File: config.mk
export PLATFORM = sky130hd
export DESIGN_NAME = wsts_ctrl
export DESIGN_NICKNAME = d
export VERILOG_FILES = /design/src/wsts_pkg.sv /design/src/wsts_ctrl.sv
export SDC_FILE = /design/constraint.sdc
export NUM_CORES = 1
export LEC_CHECK = 0
export ABC_AREA = 1
export BUFFER_PORTS_ARGS = -buffer_cell sky130_fd_sc_hd__buf_4
export CAP_MARGIN = 20
export CORE_AREA = 2 2 39 41
export DETAILED_ROUTE_END_ITERATION = 6
export DIE_AREA = 0 0 41 43
export GPL_TIMING_DRIVEN = 0
export MAX_ROUTING_LAYER = met4
export PLACE_DENSITY_LB_ADDON = 0.08
export SLEW_MARGIN = 20
export SYNTH_ARGS = -nofsm -noshare
export SYNTH_HDL_FRONTEND = slang
export SYNTH_SLANG_ARGS = --single-unit
File: constraint.sdc
create_clock -name clk -period 1.85 [get_ports clk]
set_clock_uncertainty 0.1 [all_clocks]
set_input_delay 0.185 -clock clk [delete_from_list [all_inputs] [get_ports clk]]
set_output_delay 0.185 -clock clk [all_outputs]
set_load 0.02 [all_outputs]
File: src/wsts_pkg.sv
// Package for the weighted sum tree selector: field widths, request and
// status codes, and the command/status structs between controller and datapath.
// No dependencies.
package wsts_pkg;

    localparam int FUNC_W   = 2;
    localparam int IDX_W    = 10;
    localparam int WEIGHT_W = 32;
    localparam int SUM_W    = 42;
    localparam int STATUS_W = 2;
    localparam int COUNT_W  = 11;

    localparam int LEAVES_DEF = 1024;
    localparam logic [COUNT_W-1:0] LEAF_COUNT_RST = 11'd1024;

    localparam logic [FUNC_W-1:0] FUNC_ASSIGN = 2'd0;
    localparam logic [FUNC_W-1:0] FUNC_LOOKUP = 2'd1;
    localparam logic [FUNC_W-1:0] FUNC_REMOVE = 2'd2;

    localparam logic [STATUS_W-1:0] STATUS_OK    = 2'd0;
    localparam logic [STATUS_W-1:0] STATUS_RANGE = 2'd1;
    localparam logic [STATUS_W-1:0] STATUS_ABOVE = 2'd2;

    // controller -> datapath
    typedef struct packed {
        logic capture;   // latch request fields
        logic clear;     // write one zero entry of the clearing pass
        logic eval;      // check request, start assign or descent
        logic desc;      // one level of the descent
        logic up;        // one level of the ancestor update
    } cmd_t;

    // datapath -> controller
    typedef struct packed {
        logic clear_last;
        logic eval_assign;
        logic eval_lookup;
        logic desc_leaf;
        logic is_remove;
        logic up_root;
    } stat_t;

endpackage

File: src/wsts_ctrl.sv
// Controller: sequences clearing pass, request check, descent levels,
// ancestor updates and the result strobe. Depends on wsts_pkg.
module wsts_ctrl (
    input  logic            clk,
    input  logic            rst_n,
    input  logic            start,
    input  wsts_pkg::stat_t stat,
    output wsts_pkg::cmd_t  cmd,
    output logic            busy,
    output logic            done
);

    localparam logic [2:0] ST_CLEAR = 3'd0;
    localparam logic [2:0] ST_IDLE  = 3'd1;
    localparam logic [2:0] ST_EVAL  = 3'd2;
    localparam logic [2:0] ST_DESC  = 3'd3;
    localparam logic [2:0] ST_UP    = 3'd4;
    localparam logic [2:0] ST_DONE  = 3'd5;

    logic [2:0] state_reg;
    logic [2:0] state_next;

    always_comb
    begin
        state_next = state_reg;
        cmd        = '0;
        case (state_reg)
            ST_CLEAR:
            begin
                cmd.clear = 1'b1;
                if (stat.clear_last)
                begin
                    state_next = ST_IDLE;
                end
            end
            ST_IDLE:
            begin
                cmd.capture = start;
                if (start)
                begin
                    state_next = ST_EVAL;
                end
            end
            ST_EVAL:
            begin
                cmd.eval = 1'b1;
                if (stat.eval_lookup)
                begin
                    state_next = ST_DESC;
                end
                else if (stat.eval_assign)
                begin
                    state_next = ST_UP;
                end
                else
                begin
                    state_next = ST_DONE;
                end
            end
            ST_DESC:
            begin
                cmd.desc = 1'b1;
                if (stat.desc_leaf)
                begin
                    state_next = stat.is_remove ? ST_UP : ST_DONE;
                end
            end
            ST_UP:
            begin
                cmd.up = 1'b1;
                if (stat.up_root)
                begin
                    state_next = ST_DONE;
                end
            end
            ST_DONE:
            begin
                state_next = ST_IDLE;
            end
            default:
            begin
                state_next = ST_IDLE;
            end
        endcase
    end

    always_ff @(posedge clk or negedge rst_n)
    begin
        if (!rst_n)
        begin
            state_reg <= ST_CLEAR;
        end
        else
        begin
            state_reg <= state_next;
        end
    end

    assign busy = state_reg != ST_IDLE;
    assign done = state_reg == ST_DONE;

endmodule

# ---- Word-level counts from Yosys, hierarchy flattened
# Index checks and enable logic that the tools add are counted.
# Widths: inputs -> output; s select.
dict set report totals {
  ff_bits 3
  latchBits 0
  mem_bits_rw 0
  rom_bits 0
  input_bits 9
  out_inout_bits 7
  word_cells 26
  memories 0
}
dict set report classes {
  n_addsub 0
  n_mul 0
  n_div 0
  order_cmp 0
  eq_ne 10
  shift 0
  muxes 13
  bitwise 0
  reduce_logical 2
}
# operator count
set ops {}
lappend ops {{$mux 3} 5}
lappend ops {{$pmux 3 s5} 1}
lappend ops {{$ne 2x2->1 const B} 4}
lappend ops {{$mux 1} 7}
lappend ops {{$eq 3x2->1 const B} 2}
lappend ops {{$eq 3x3->1 const B} 2}
lappend ops {{$reduce_and 4->1} 1}
lappend ops {{$eq 3x1->1 const B} 1}
lappend ops {{$logic_not 3->1} 1}
lappend ops {{$ne 3x1->1 const B} 1}

# ---- Depth between registers and ports, before layout
dict set report logic_depth {
  depth_word 3
  depth_mapped 8
}

# ---- Worst setup path after synthesis
# No wires, ideal clock.
dict set report synth_timing {
  path_kind {register to output}
  start {register state_reg[0]}
  end {output cmd[4] (netlist bit)}
  arrival_ns 1.104
  required_ns 1.565
  path_slack_ns 0.461
  path_stages_with_launch 5
  n_path_buf 0
  cell_sequence {dfrtp_1 > inv_2 > nor2_1 > nand2_1 > nor2_1}
}
# element line
set synth_lines {}
lappend synth_lines {{start: declaration} wsts_ctrl.sv:20} ;# logic [2:0] state_reg;
lappend synth_lines {{start signal: assignment} wsts_ctrl.sv:95} ;# state_reg <= state_next;
lappend synth_lines {{end: declaration} wsts_ctrl.sv:8} ;# output wsts_pkg::cmd_t cmd,

==> run summary <==
CTS tree - yes
Yosys cell types - 14
First-pass GRT wire length - 1.06 mm
Post-Syn Area - 277 um^2
Placed Cells - 79
Setup-failing EPs final - 0
CP Class - reg -> out
Min-Delay Path Class - in -> reg
#FFs+latches synth - 3
Register area share after synthesis - 27.1%
Worst Max-Slew Pin Slew - 0.226 ns
Post-route setup slack - 0.343 ns
CTS-repair resized insts - 0
Total Routing Usage GR - 9.48%
RSZ-0062 raised after global routing - no
Die area - 1760 um^2
# nets final - 78
Warnings from Yosys - 0
Fmax - 0.663 GHz
GRT overflow - 0
Ant diodes - 0
Cell depth of the worst flop-to-flop path - 8
Antenna viol nets, final - 0
P&R area growth vs syn - 61.1%
Site Rows - 14
Detail Placement HPWL - 583 um
Largest net degree at the start of global routing - 10
Die height - 43 um
Slew Viols, Final - 0
Final worst path period share - 81.5%
Total power - 0.684 mW
Total Wirelength - 705 um
Vias per Instance - 3.92
Postcts setup bufs - 0
Cell Pwr Density - 1540 nW/um^2
I/O pins - 16
Core area - 1380 um^2
Clk_lat worst skew - 0.23 ns
Data required time of the critical path - 1.56 ns
Non-Filler Instances - 84
Sink Count - 3
Worst r2r dst - state_reg[0]
Tmin final - 1.51 ns
Initial antenna violation count - 0
Pre-CTS setup slack - 0.566 ns
GP Congestion - 0.668
Wire per inst - 8.39 um
Hold_sp - stat[2]
Final Hold Viols - 0
I/O Buffers - 15
Clock-pin slew on the worst setup and hold paths - 0.04 ns
Critical Path End Type - output pin
Initial Utilization - 20.0%
Vias in the first global route - 259
Post-Synthesis Cells - 48
R2R setup slack - 0.60 ns
Setup TNS - 0 ns
CP endpoint - cmd[4]
Worst Path Arrival - 1.22 ns
CP Launch Point - state_reg[0]
Clock Path Buffers - 2
Max-cap violations - 0
First-pass iteration count of the detailed router - 4
TritonCTS buffer count - 3
Number of vias in the routed layout - 329
FF-to-FF Start - state_reg[1]
Hold_ws - 0.158 ns
CP Max Fanout - 7
Status - completed
1st-iter DRT viols - 6
H-tree levels - 1
Hold_buf cts - 1
DR DRC count - 0
Fraction of layout cells with a size suffix above 1 - 38.2%
Clk root buf - clkbuf_4
Lkg Pwr - 0.263 nW
Rel. slew slack - 85.0%
Post-layout instance area - 445 um^2
Startpoint Class - flop
Worst hold path depth - 4
Max VDD drop - 0.480 mV
Avg Synthesized Cell Area - 5.76 um^2
DIE WIDTH - 41 um
Fin util - 32.2%
Largest register FFs - 3
Area post-placement - 409 um^2
Syn nets - 57
-- cell usage in the layout (no fill, tap or decap) --
cell	synthesis	routed
dlygate4sd3_1	0	1
buf_2	1	1
a21oi_1	3	3
buf_4	0	15
nor2_2	1	1
nor3_1	2	2
inv_2	3	3
clkbuf_1	0	1
nand3_1	4	4
o21ai_0	2	2
nand3b_1	1	1
nor3_2	1	1
nor2_1	8	8
inv_1	6	6
clkbuf_4	0	3
nand2_1	11	11
nand2_2	2	2
dfrtp_1	3	3
-- cell usage after synthesis, drive strengths merged --
master,instances,area [um^2]
buf,1,5.00
a21oi,3,15.0
dfrtp,3,75.1
nor2,9,36.3
inv,9,33.8
nand3,4,20.0
nor3,3,20.0
nand2,13,53.8
nand3b,1,7.51
o21ai,2,10.0
-- where the power goes --
part	leakage (nW)	internal [mW]	total (mW)	switching (mW)
combinational	0.210	0.173	0.440	0.267
clock	0.0150	0.0808	0.115	0.0340
sequential	0.0379	0.0947	0.129	0.0344
-- metal layers --
| layer | track usage (%) | part of all wire, % | wire (um) | vias to the layer above |
|---|---|---|---|---|
| li1 | - | - | - | 188 |
| met1 | 12.3 | 47 | 329 | 129 |
| met2 | 12.2 | 43 | 303 | 12 |
| met3 | 6.28 | 10 | 73 | 0 |
| met4 | 2.00 | 0 | 0 | 0 |
| met5 | - | 0 | 0 | - |
-- how the worst min path moves through the flow --
| stage | endpoint | slack, ns |
|---|---|---|
| floorplan | state_reg[0] | -0.21 |
| global placement | state_reg[0] | -0.12 |
| detailed placement | state_reg[0] | -0.12 |
| CTS | state_reg[1] | 0.15 |
| global route | state_reg[0] | 0.18 |
| finish | state_reg[1] | 0.16 |
-- worst max-delay path, cell delays in order, from the launching register on --
cell and delay, ns:
dfrtp_1 0.45, inv_2 0.08, nor2_1 0.12, nand2_1 0.10, nor2_1 0.09, buf_4 0.14
-- layout make-up --
cell class | instances | area (um^2)
Multi-Input combinational cell | 35 | 163
Fill cell | 166 | 938
Clock buffer | 4 | 26.3
Sequential cell | 3 | 75.1
Timing Repair Buffer | 16 | 123
Inverter | 9 | 33.8
Tap cell | 16 | 20.0
Buffer | 1 | 5.00
-- cells by family after synthesis --
kind of cell           share of synthesized area (%)
flip-flops                                      27.1
buffers and inverters                           14.0
AO/OA/AOI/OAI                                   9.05
AND/OR/NAND/NOR                                 49.8
Power figures use the tool's default switching activity.
